--- src/rtl/core/rfa_pkg.sv ---
// Shared widths and command codes for the rational fraction ALU.
package rfa_pkg;

   localparam int FIELD_W = 16;
   localparam int PROD_W  = 2 * FIELD_W;
   localparam int DATA_W  = PROD_W + 1;
   localparam int SHIFT_W = $clog2(DATA_W + 1);

   typedef enum logic [1:0] {
      CMD_ADD = 2'd0,
      CMD_MUL = 2'd1,
      CMD_EQ  = 2'd2,
      CMD_NE  = 2'd3
   } cmd_type;

endpackage

--- src/rtl/core/rfa_gcd.sv ---
// Binary greatest common divisor unit, one shift or subtract per cycle.
module rfa_gcd
   import rfa_pkg::*;
(
   input  logic              clock,
   input  logic              reset,
   input  logic              start,
   input  logic [DATA_W-1:0] a,
   input  logic [DATA_W-1:0] b,
   output logic              done,
   output logic [DATA_W-1:0] g
);

   logic              busy_ff, busy_in;
   logic              done_ff, done_in;
   logic [DATA_W-1:0] a_ff, a_in;
   logic [DATA_W-1:0] b_ff, b_in;
   logic [DATA_W-1:0] g_ff, g_in;
   logic [SHIFT_W-1:0] k_ff, k_in;
   logic              a_big;
   logic [DATA_W-1:0] diff;

   // Both operands must be nonzero for the loop to end; the caller ensures it.
   assign a_big = a_ff > b_ff;
   assign diff  = a_big ? (a_ff - b_ff) : (b_ff - a_ff);

   always_comb begin
      busy_in = busy_ff;
      done_in = 1'b0;
      a_in    = a_ff;
      b_in    = b_ff;
      g_in    = g_ff;
      k_in    = k_ff;
      if (start) begin
         busy_in = 1'b1;
         a_in    = a;
         b_in    = b;
         k_in    = '0;
      end else if (busy_ff) begin
         if (a_ff == b_ff) begin
            g_in    = a_ff << k_ff;
            done_in = 1'b1;
            busy_in = 1'b0;
         end else if (!a_ff[0] && !b_ff[0]) begin
            a_in = a_ff >> 1;
            b_in = b_ff >> 1;
            k_in = k_ff + SHIFT_W'(1);
         end else if (!a_ff[0]) begin
            a_in = a_ff >> 1;
         end else if (!b_ff[0]) begin
            b_in = b_ff >> 1;
         end else if (a_big) begin
            a_in = diff;
         end else begin
            b_in = diff;
         end
      end
   end

   always_ff @(posedge clock) begin
      if (reset) begin
         busy_ff <= 1'b0;
         done_ff <= 1'b0;
      end else begin
         busy_ff <= busy_in;
         done_ff <= done_in;
      end
      a_ff <= a_in;
      b_ff <= b_in;
      g_ff <= g_in;
      k_ff <= k_in;
   end

   assign done = done_ff;
   assign g    = g_ff;

endmodule

--- src/rtl/core/rfa_div.sv ---
// Restoring divider that produces one quotient bit per cycle.
module rfa_div
   import rfa_pkg::*;
(
   input  logic              clock,
   input  logic              reset,
   input  logic              start,
   input  logic [DATA_W-1:0] dividend,
   input  logic [DATA_W-1:0] divisor,
   output logic              done,
   output logic [DATA_W-1:0] quot
);

   logic               busy_ff, busy_in;
   logic               done_ff, done_in;
   logic [SHIFT_W-1:0] count_ff, count_in;
   logic [DATA_W:0]    rem_ff, rem_in;
   logic [DATA_W-1:0]  quot_ff, quot_in;
   logic [DATA_W-1:0]  divisor_ff, divisor_in;
   logic [DATA_W:0]    rem_sh;
   logic [DATA_W+1:0]  trial;

   assign rem_sh = {rem_ff[DATA_W-1:0], quot_ff[DATA_W-1]};
   assign trial  = {1'b0, rem_sh} - {2'b00, divisor_ff};

   always_comb begin
      busy_in    = busy_ff;
      done_in    = 1'b0;
      count_in   = count_ff;
      rem_in     = rem_ff;
      quot_in    = quot_ff;
      divisor_in = divisor_ff;
      if (start) begin
         busy_in    = 1'b1;
         count_in   = SHIFT_W'(DATA_W);
         rem_in     = '0;
         quot_in    = dividend;
         divisor_in = divisor;
      end else if (busy_ff) begin
         if (!trial[DATA_W+1]) begin
            rem_in  = trial[DATA_W:0];
            quot_in = {quot_ff[DATA_W-2:0], 1'b1};
         end else begin
            rem_in  = rem_sh;
            quot_in = {quot_ff[DATA_W-2:0], 1'b0};
         end
         count_in = count_ff - SHIFT_W'(1);
         if (count_ff == SHIFT_W'(1)) begin
            busy_in = 1'b0;
            done_in = 1'b1;
         end
      end
   end

   always_ff @(posedge clock) begin
      if (reset) begin
         busy_ff  <= 1'b0;
         done_ff  <= 1'b0;
         count_ff <= '0;
      end else begin
         busy_ff  <= busy_in;
         done_ff  <= done_in;
         count_ff <= count_in;
      end
      rem_ff     <= rem_in;
      quot_ff    <= quot_in;
      divisor_ff <= divisor_in;
   end

   assign done = done_ff;
   assign quot = quot_ff;

endmodule

--- src/rtl/core/rational_fraction_alu_top.sv ---
// Top level of the rational fraction ALU: sequencer, shared multiplier and result register.
// Multiply and compare items, and sums that are zero or empty, pass from the products
// straight to the output. A sum adds the binary GCD loop (one shift or subtract each step)
// and, unless the divisor is 1, two serial divisions.
// One item is in flight at a time; the next is taken once the result sits in the output
// register. Reset clears the sequencer and the result valid flag.
module rational_fraction_alu_top
   import rfa_pkg::*;
#(
   parameter int OPERAND_WIDTH = 16
) (
   input  logic               clock,
   input  logic               reset,
   input  logic               req_valid,
   output logic               req_stall,
   input  logic [1:0]         req_cmd,
   input  logic [FIELD_W-1:0] req_left_num,
   input  logic [FIELD_W-1:0] req_left_den,
   input  logic [FIELD_W-1:0] req_right_num,
   input  logic [FIELD_W-1:0] req_right_den,
   output logic               rsp_valid,
   input  logic               rsp_stall,
   output logic [DATA_W-1:0]  rsp_res_num,
   output logic [PROD_W-1:0]  rsp_res_den,
   output logic               rsp_res_empty,
   output logic               rsp_cmp_true
);

   // Operands keep only their low OPERAND_WIDTH bits, never more than the field.
   localparam int OPND_BITS = (OPERAND_WIDTH < FIELD_W) ? OPERAND_WIDTH : FIELD_W;
   localparam logic [FIELD_W-1:0] OPND_MASK = {FIELD_W{1'b1}} >> (FIELD_W - OPND_BITS);
   localparam int STEP_W = 3;
   localparam logic [STEP_W-1:0] LAST_STEP = 3'd4;

   typedef enum logic [2:0] {
      ST_IDLE,
      ST_MUL,
      ST_GCD,
      ST_DIV_NUM,
      ST_DIV_DEN,
      ST_OUT
   } state_type;

   state_type          state_ff, state_in;
   logic [STEP_W-1:0]  step_ff, step_in;
   cmd_type            cmd_ff, cmd_in;
   logic [FIELD_W-1:0] ln_ff, ln_in, ld_ff, ld_in, rn_ff, rn_in, rd_ff, rd_in;
   logic [PROD_W-1:0]  prod_ff, prod_in;
   logic [PROD_W-1:0]  p_lr_ff, p_lr_in, p_rl_ff, p_rl_in, p_den_ff, p_den_in;
   logic [DATA_W-1:0]  num_ff, num_in;
   logic [PROD_W-1:0]  den_ff, den_in;
   logic [DATA_W-1:0]  gcd_ff, gcd_in;
   logic               empty_ff, empty_in;
   logic               cmp_ff, cmp_in;
   logic               rsp_valid_ff, rsp_valid_in;
   logic [DATA_W-1:0]  rsp_num_ff, rsp_num_in;
   logic [PROD_W-1:0]  rsp_den_ff, rsp_den_in;
   logic               rsp_empty_ff, rsp_empty_in;
   logic               rsp_cmp_ff, rsp_cmp_in;

   logic [FIELD_W-1:0] mul_a, mul_b;
   logic [DATA_W-1:0]  sum;
   logic               both;
   logic               gcd_start, gcd_done;
   logic [DATA_W-1:0]  gcd_g;
   logic               div_start, div_done;
   logic [DATA_W-1:0]  div_a, div_b, div_q;

   // The one multiplier walks through the cross, denominator and numerator products.
   always_comb begin
      case (step_ff)
         3'd0:    begin mul_a = ln_ff; mul_b = rd_ff; end
         3'd1:    begin mul_a = rn_ff; mul_b = ld_ff; end
         3'd2:    begin mul_a = ld_ff; mul_b = rd_ff; end
         default: begin mul_a = ln_ff; mul_b = rn_ff; end
      endcase
   end

   assign prod_in = mul_a * mul_b;
   assign sum     = {1'b0, p_lr_ff} + {1'b0, p_rl_ff};
   assign both    = (ld_ff != '0) && (rd_ff != '0);

   // The GCD loop only runs for a nonzero sum of two nonempty operands.
   assign gcd_start = (state_ff == ST_MUL) && (step_ff == LAST_STEP) &&
                      (cmd_ff == CMD_ADD) && both && (sum != '0);

   // The divider first reduces the numerator, then the denominator.
   assign div_start = ((state_ff == ST_GCD) && gcd_done && (gcd_g != DATA_W'(1))) ||
                      ((state_ff == ST_DIV_NUM) && div_done);
   assign div_a     = (state_ff == ST_GCD) ? num_ff : {1'b0, den_ff};
   assign div_b     = (state_ff == ST_GCD) ? gcd_g : gcd_ff;

   rfa_gcd u_gcd (
      .clock (clock),
      .reset (reset),
      .start (gcd_start),
      .a     (num_in),
      .b     ({1'b0, den_in}),
      .done  (gcd_done),
      .g     (gcd_g)
   );

   rfa_div u_div (
      .clock    (clock),
      .reset    (reset),
      .start    (div_start),
      .dividend (div_a),
      .divisor  (div_b),
      .done     (div_done),
      .quot     (div_q)
   );

   always_comb begin
      state_in     = state_ff;
      step_in      = step_ff;
      cmd_in       = cmd_ff;
      ln_in        = ln_ff;
      ld_in        = ld_ff;
      rn_in        = rn_ff;
      rd_in        = rd_ff;
      p_lr_in      = p_lr_ff;
      p_rl_in      = p_rl_ff;
      p_den_in     = p_den_ff;
      num_in       = num_ff;
      den_in       = den_ff;
      gcd_in       = gcd_ff;
      empty_in     = empty_ff;
      cmp_in       = cmp_ff;
      rsp_valid_in = rsp_valid_ff && rsp_stall;
      rsp_num_in   = rsp_num_ff;
      rsp_den_in   = rsp_den_ff;
      rsp_empty_in = rsp_empty_ff;
      rsp_cmp_in   = rsp_cmp_ff;

      case (state_ff)
         ST_IDLE: begin
            if (req_valid) begin
               cmd_in   = cmd_type'(req_cmd);
               ln_in    = req_left_num & OPND_MASK;
               ld_in    = req_left_den & OPND_MASK;
               rn_in    = req_right_num & OPND_MASK;
               rd_in    = req_right_den & OPND_MASK;
               step_in  = '0;
               state_in = ST_MUL;
            end
         end
         ST_MUL: begin
            // Each product lands in prod_ff in the cycle after its operands are selected.
            step_in = step_ff + STEP_W'(1);
            case (step_ff)
               3'd1:    p_lr_in  = prod_ff;
               3'd2:    p_rl_in  = prod_ff;
               3'd3:    p_den_in = prod_ff;
               default: ;
            endcase
            if (step_ff == LAST_STEP) begin
               num_in   = '0;
               den_in   = '0;
               empty_in = 1'b0;
               cmp_in   = 1'b0;
               state_in = ST_OUT;
               case (cmd_ff)
                  CMD_ADD: begin
                     if (!both) begin
                        empty_in = 1'b1;
                     end else begin
                        num_in = sum;
                        den_in = p_den_ff;
                        // A zero sum keeps the plain product as its denominator.
                        if (sum != '0) begin
                           state_in = ST_GCD;
                        end
                     end
                  end
                  CMD_MUL: begin
                     if (!both) begin
                        empty_in = 1'b1;
                     end else begin
                        num_in = {1'b0, prod_ff};
                        den_in = p_den_ff;
                     end
                  end
                  default: begin
                     // Equal and not-equal tests compare the cross products.
                     cmp_in = both && ((p_lr_ff == p_rl_ff) ^ (cmd_ff == CMD_NE));
                  end
               endcase
            end
         end
         ST_GCD: begin
            if (gcd_done) begin
               gcd_in = gcd_g;
               // A divisor of one leaves the sum as it is.
               state_in = (gcd_g == DATA_W'(1)) ? ST_OUT : ST_DIV_NUM;
            end
         end
         ST_DIV_NUM: begin
            if (div_done) begin
               num_in   = div_q;
               state_in = ST_DIV_DEN;
            end
         end
         ST_DIV_DEN: begin
            if (div_done) begin
               den_in   = div_q[PROD_W-1:0];
               state_in = ST_OUT;
            end
         end
         ST_OUT: begin
            // The result moves into the output register once that register is free.
            if (!rsp_valid_ff || !rsp_stall) begin
               rsp_valid_in = 1'b1;
               rsp_num_in   = num_ff;
               rsp_den_in   = den_ff;
               rsp_empty_in = empty_ff;
               rsp_cmp_in   = cmp_ff;
               state_in     = ST_IDLE;
            end
         end
         default: begin
            state_in = ST_IDLE;
         end
      endcase
   end

   always_ff @(posedge clock) begin
      if (reset) begin
         state_ff     <= ST_IDLE;
         step_ff      <= '0;
         rsp_valid_ff <= 1'b0;
      end else begin
         state_ff     <= state_in;
         step_ff      <= step_in;
         rsp_valid_ff <= rsp_valid_in;
      end
      cmd_ff       <= cmd_in;
      ln_ff        <= ln_in;
      ld_ff        <= ld_in;
      rn_ff        <= rn_in;
      rd_ff        <= rd_in;
      prod_ff      <= prod_in;
      p_lr_ff      <= p_lr_in;
      p_rl_ff      <= p_rl_in;
      p_den_ff     <= p_den_in;
      num_ff       <= num_in;
      den_ff       <= den_in;
      gcd_ff       <= gcd_in;
      empty_ff     <= empty_in;
      cmp_ff       <= cmp_in;
      rsp_num_ff   <= rsp_num_in;
      rsp_den_ff   <= rsp_den_in;
      rsp_empty_ff <= rsp_empty_in;
      rsp_cmp_ff   <= rsp_cmp_in;
   end

   assign req_stall     = (state_ff != ST_IDLE);
   assign rsp_valid     = rsp_valid_ff;
   assign rsp_res_num   = rsp_num_ff;
   assign rsp_res_den   = rsp_den_ff;
   assign rsp_res_empty = rsp_empty_ff;
   assign rsp_cmp_true  = rsp_cmp_ff;

endmodule
--- config.mk ---
export PLATFORM = sky130hd
export DESIGN_NAME = rational_fraction_alu_top
export DESIGN_NICKNAME = d
export VERILOG_FILES = /design/src/rtl/core/rfa_pkg.sv /design/src/rtl/core/rfa_gcd.sv /design/src/rtl/core/rfa_div.sv /design/src/rtl/core/rational_fraction_alu_top.sv
export SDC_FILE = /design/constraint.sdc
export NUM_CORES = 2
export LEC_CHECK = 0
export BUFFER_PORTS_ARGS = -buffer_cell sky130_fd_sc_hd__buf_2
export CAP_MARGIN = 15
export CORE_MARGIN = 1.5
export CORE_UTILIZATION = 32
export CTS_CLUSTER_SIZE = 25
export DETAILED_ROUTE_END_ITERATION = 7
export SLEW_MARGIN = 20
export SYNTH_ARGS = -nofsm -noshare
export SYNTH_HDL_FRONTEND = slang
export SYNTH_HIERARCHICAL = 1
export SYNTH_SLANG_ARGS = --single-unit
export TNS_END_PERCENT = 30
--- constraint.sdc ---
create_clock -name clock -period 10.1 [get_ports clock]
set_clock_uncertainty 0.05 [all_clocks]
set_input_delay 2.525 -clock clock [delete_from_list [all_inputs] [get_ports clock]]
set_output_delay 2.525 -clock clock [all_outputs]
set_load 0.02 [all_outputs]
Word level (Yosys, flattened, before mapping)
Cells that the tools add are included.

storage, ports and cells
  bits of input ports = 70
  bits in registers = 582
  word-level logic and storage cells = 189
  output and inout port bits = 69

operators by class
  add/sub/neg operators = 7
  reductions and logical operators = 50
  bitwise gates (word level) = 5
  muxes and demuxes = 60
  $mul = 1
  shift-type cells = 1
  magnitude comparators = 1
  equal/unequal tests = 27

operators with widths
  operator                                                           number
  33-bit 2-to-1 mux                                                  20
  32-bit 2-to-1 mux                                                  8
  33-bit case mux with 2 select lines                                2
  33-bit subtractor                                                  2
  16-bit case mux with 2 select lines                                2
  32-bit case mux with 2 select lines                                1
  34-bit by 33-bit subtractor with 35-bit output                     1
  32-bit by 32-bit adder with 33-bit output                          1
  33-bit by 1-bit == test with 1-bit output (second input constant)  1
  33-bit == test                                                     1
  33-bit > comparator                                                1
  3-bit 2-to-1 mux                                                   11
  33-bit by 1-bit != test with 1-bit output (second input constant)  1
  33-bit nonzero test                                                1
  33-bit by 6-bit left shift with 33-bit output                      1
  32-bit == test                                                     1
  16-bit by 16-bit multiplier with 32-bit output                     1
  16-bit nonzero test                                                2
  3-bit case mux with 6 select lines                                 1
  2-bit AND reduction                                                9
  3-bit by 2-bit == test with 1-bit output (second input constant)   4
  1-bit 2-to-1 mux                                                   12
  6-bit 2-to-1 mux                                                   2
  4-bit != test (second input constant)                              3
  other kinds (26)                                                   63

Logic depth before layout (Yosys ltp)
  depth after elaboration = 9
  depth in mapped cells = 32
  depth with buffers taken out = 30

Modules after synthesis
Netlist, hierarchy kept.

by module, submodules not included
  module                     cells each  instances  area an instance (um^2)
  rational_fraction_alu_top  2208        1          24064.3
  rfa_gcd                    1176        1          10007.1
  rfa_div                    604         1          6206.0

Worst setup path before layout
No wires, ideal clock.

  path kind = reg2reg
  start point = reg step_ff[1]
  end point = reg prod_ff[26]
  buffers on the path = 3
  setup slack = 2641 ps
  period minus slack after synthesis = 7459 ps
  cell stages (with the launch flop) = 30
  arrival time = 7337 ps
  cells stage by stage = dfxtp_1 > inv_1 > ha_1 > nor2b_1 > clkbuf_1 > clkbuf_1 > buf_1 > a221oi_1 > nor2_1 > fa_1 > inv_1 > fa_1 > inv_1 > ha_1 > fa_1 > fa_1 > inv_1 > fa_1 > inv_1 > ha_1 > nor3_1 > o2111ai_1 > a31o_2 > a21o_1 > a2111o_1 > a31o_2 > a21oi_1 > o21ai_0 > a21oi_1 > xnor2_1

between the ends
  longest elaborated chain between the ends = 4
  elaborated cells on any way between the ends = 7

ends and longest elaborated chain
  element                                                                             line                              source
  start: declaration                                                                  rational_fraction_alu_top.sv:45   logic [STEP_W-1:0] step_ff, step_in;
  start signal: assignment                                                            rational_fraction_alu_top.sv:233  step_ff <= step_in;
  3-bit by 2-bit == test with 1-bit output / 3-bit zero test (equally long branches)  rational_fraction_alu_top.sv:71   case (step_ff)
  2-bit OR reduction (no source line)                                                 -
  16-bit case mux with 2 select lines                                                 rational_fraction_alu_top.sv:71
  16-bit by 16-bit multiplier with 32-bit output *                                    rational_fraction_alu_top.sv:79   assign prod_in = mul_a * mul_b;
  named net prod_in[26]                                                               rational_fraction_alu_top.sv:48   logic [PROD_W-1:0] prod_ff, prod_in;
  end signal: assignment                                                              rational_fraction_alu_top.sv:241  prod_ff <= prod_in;
  end: declaration                                                                    rational_fraction_alu_top.sv:48

The timed path passes the listed nets; every way through them passes the cells marked *.
A chain may end at the register's enable or synchronous reset.

Worst setup path after layout
  start point = reg step_ff[0]
  end point = reg prod_ff[26]

The elaborated chain is that of the path after synthesis.

==> flow_summary.json <==
{
  "status": "completed",
  "max_stage_delay_ns": 0.73,
  "grt_max_degree": 67,
  "fin_tns_setup_ns": 0,
  "dpl.hpwl_um": 93700,
  "yosys_warnings": 6,
  "drv_slew": 0,
  "crit_required_ns": 10.63,
  "cts_tree": "yes",
  "synth_edf_count": 429,
  "cts_root_buffer": "clkbuf_16",
  "synth_cell_types": 101,
  "synthCells": 3988,
  "clock-sinks": 582,
  "yosysSeqAreaShare": 0.396,
  "hold_viol_final": 0,
  "clockBufferDepth": 3,
  "crit_path_frequent_cell": "fa_1",
  "grt_pass1_wl_um": 187000,
  "wl_um": 124000,
  "vias": 30700,
  "antenna_left": 0,
  "ys_async_sr_fraction": 0,
  "maxCapViolCount": 0,
  "antenna_found_initial": 4,
  "num-nets-final": 4552,
  "cts_hold_buf": 0,
  "layout_common_cells": "edfxtp_1, nand2_1, inv_1",
  "clk_pin_slew_ns": 0.07,
  "post_cts_resized": 0,
  "initial_core_util": 0.324,
  "die_h_um": 358,
  "setup_viol": 0,
  "dieArea_um2": 128000,
  "wl_per_cell_um": 21.6,
  "remaining_drc_errors": 0,
  "post_dp_cell_area_um2": 42600,
  "place_congestion": 0.938,
  "worst_setup_path_start_kind": "register",
  "avgSynthCellArea_um2": 10.1,
  "worst_path_max_delay_cell": "nor2_1",
  "crit_arrival_ns": 9.01,
  "firstDrtPassIters": 7,
  "critPathKind": "reg -> reg",
  "core_um2": 124000,
  "synthFlopType": "edfxtp_1",
  "worst_pin_slew_ns": 1.03,
  "syn2layout_area_growth_pct": 12.0,
  "drive_gt1_frac": 0.136,
  "design_area_um2": 45100,
  "fin_crit_ns": 8.48,
  "h-tree-depth": 3,
  "grt_overflow": 0,
  "pin_count": 139,
  "min_period_over_period": 0.840,
  "grt_usage": 0.191,
  "crit_fanout": 24,
  "max-slew-margin-rel": 0.313,
  "viasPerCell": 5.34,
  "io_buffers": 138,
  "clk_latency_ns": 0.69,
  "hold_class": "reg -> reg",
  "final_common_cell": "edfxtp_1",
  "postCtsSetupBuffers": 0,
  "grt_pass1_vias": 30500,
  "synth_fp_nets": 4500,
  "netlist_area_um2": 40300,
  "max_freq_mhz": 118,
  "cts_buffers": 70,
  "ys_seq_elements": 582,
  "rsz0062_at_grt": "no",
  "first_iter_violations": 2517,
  "dieWidth_um": 358,
  "end_kind": "register",
  "row_count": 129
}
[final cells by class]
class | instances | area, um2
Multi-Input combinational cell | 2782 | 21900
Clock buffer | 89 | 1930
Inverter | 411 | 1540
Antenna cell | 1 | 2.50
Timing Repair Buffer | 193 | 1100
Sequential cell | 582 | 16000
Clock inverter | 41 | 596
Tap cell | 1637 | 2050
Fill cell | 12500 | 79200
[Yosys cell counts, types with 8 or more instances]
library cell,n,share of area
edfxtp_1,429,0.32
nand2_1,414,0.039
inv_1,407,0.038
nor2_1,318,0.030
ha_1,244,0.076
a21oi_1,229,0.028
o21ai_0,199,0.025
fa_1,198,0.098
dfxtp_1,153,0.076
clkbuf_1,151,0.014
mux2_2,141,0.039
xnor2_1,91,0.020
nand3_1,72,0.0089
a21o_1,63,0.012
a22oi_1,62,0.012
and2_1,56,0.0087
xor2_1,54,0.012
a221oi_1,36,0.0078
mux2i_1,36,0.0089
nor3_1,36,0.0045
a222oi_1,32,0.0080
a211oi_1,31,0.0058
buf_2,31,0.0039
nor4_1,31,0.0048
nand4_1,27,0.0042
a221o_1,26,0.0065
o21a_1,26,0.0048
a31oi_1,24,0.0037
nand2b_1,22,0.0034
nor2b_1,22,0.0034
mux4_2,18,0.010
o211ai_1,18,0.0034
o21bai_1,17,0.0032
a2bb2oi_1,16,0.0035
a311oi_2,16,0.0060
and3_1,15,0.0023
o31ai_1,15,0.0028
buf_1,14,0.0013
or2_2,14,0.0022
or3_1,12,0.0019
o21ai_1,10,0.0012
o31a_1,10,0.0022
buf_6,9,0.0025
buf_4,8,0.0015
[stage by stage]
step / hold WS, ns / util / setup slack (ns) / cells
2_1_floorplan: 0.350 / - / 2.64 / 3988
3_3_place_gp: 0.363 / 0.342 / 1.91 / 5604
3_5_place_dp: 0.359 / 0.342 / 1.71 / 5605
4_1_cts: 0.372 / 0.363 / 1.65 / 5735
5_1_grt: 0.381 / 0.363 / 1.03 / 5735
6_report: 0.370 / 0.363 / 1.62 / 5736
[final timing paths]
| path | from | depth (start not counted) | slack (ns) | end |
|---|---|---|---|---|
| setup reg to reg | step_ff[0]$_SDFFE_PP0P_ | 28 | 1.62 | prod_ff[26]$_DFF_P_ |
| hold reg to reg | cmp_ff$_SDFFCE_PN0P_ | 0 | 0.37 | rsp_cmp_true$_DFFE_PP_ |
| setup / recovery | step_ff[0]$_SDFFE_PP0P_ | 28 | 1.62 | prod_ff[26]$_DFF_P_ |
| hold / removal | cmp_ff$_SDFFCE_PN0P_ | 0 | 0.37 | rsp_cmp_true$_DFFE_PP_ |
[kinds of logic (layout without fill, tap and decap cells)]
family                     after synthesis  in the layout  share of synthesized area
and+or+nand+nor                       1075           1075                      0.120
AOI/OAI and AO/OA                      924            924                      0.158
buffers and inverters                  624            734                     0.0615
DFF                                    582            582                      0.396
adders and majority gates              442            442                      0.174
muxes                                  195            195                     0.0584
xor gates and xnor gates               145            145                     0.0315
other                                    1              2                  0.0000931
[registers in the layout, summed over array words and instances, names as in the netlist, 6 cells and up]
| signal | count |
|---|---|
| p_den_ff | 32 |
| u_gcd/g | 33 |
| u_div/divisor_ff | 33 |
| u_div/count_ff | 6 |
| u_gcd/b_ff | 33 |
| u_gcd/a_ff | 33 |
| ld_ff | 16 |
| den_ff | 32 |
| u_div/quot | 33 |
| rn_ff | 16 |
| rsp_res_den | 32 |
| rd_ff | 16 |
| gcd_ff | 33 |
| prod_ff | 32 |
| u_div/rem_ff | 33 |
| u_gcd/k_ff | 6 |
| p_rl_ff | 32 |
| ln_ff | 16 |
| num_ff | 33 |
| p_lr_ff | 32 |
| rsp_res_num | 33 |
[critical path, delay by kind of cell (launching register included)]
family / cells / cell delay (ns)
buffers and inverters: 6 / 0.59
adder cells (fa/ha/maj): 8 / 3.61
AND/OR/NAND/NOR: 5 / 1.45
XOR/XNOR: 1 / 0.14
AO/OA/AOI/OAI: 8 / 2.14
flip-flops: 1 / 0.34
[per-layer routing]
| layer | wire, um | GRT usage | part of all wire |
|---|---|---|---|
| met1 | 51800 | 0.243 | 0.42 |
| met2 | 59100 | 0.325 | 0.48 |
| met3 | 8180 | 0.0327 | 0.066 |
| met4 | 4580 | 0.0717 | 0.037 |
| met5 | 19 | 0 | 0.00015 |
Power is not shown: default switching activity piles up to over one toggle a cycle in this logic, so the estimate is an artifact.
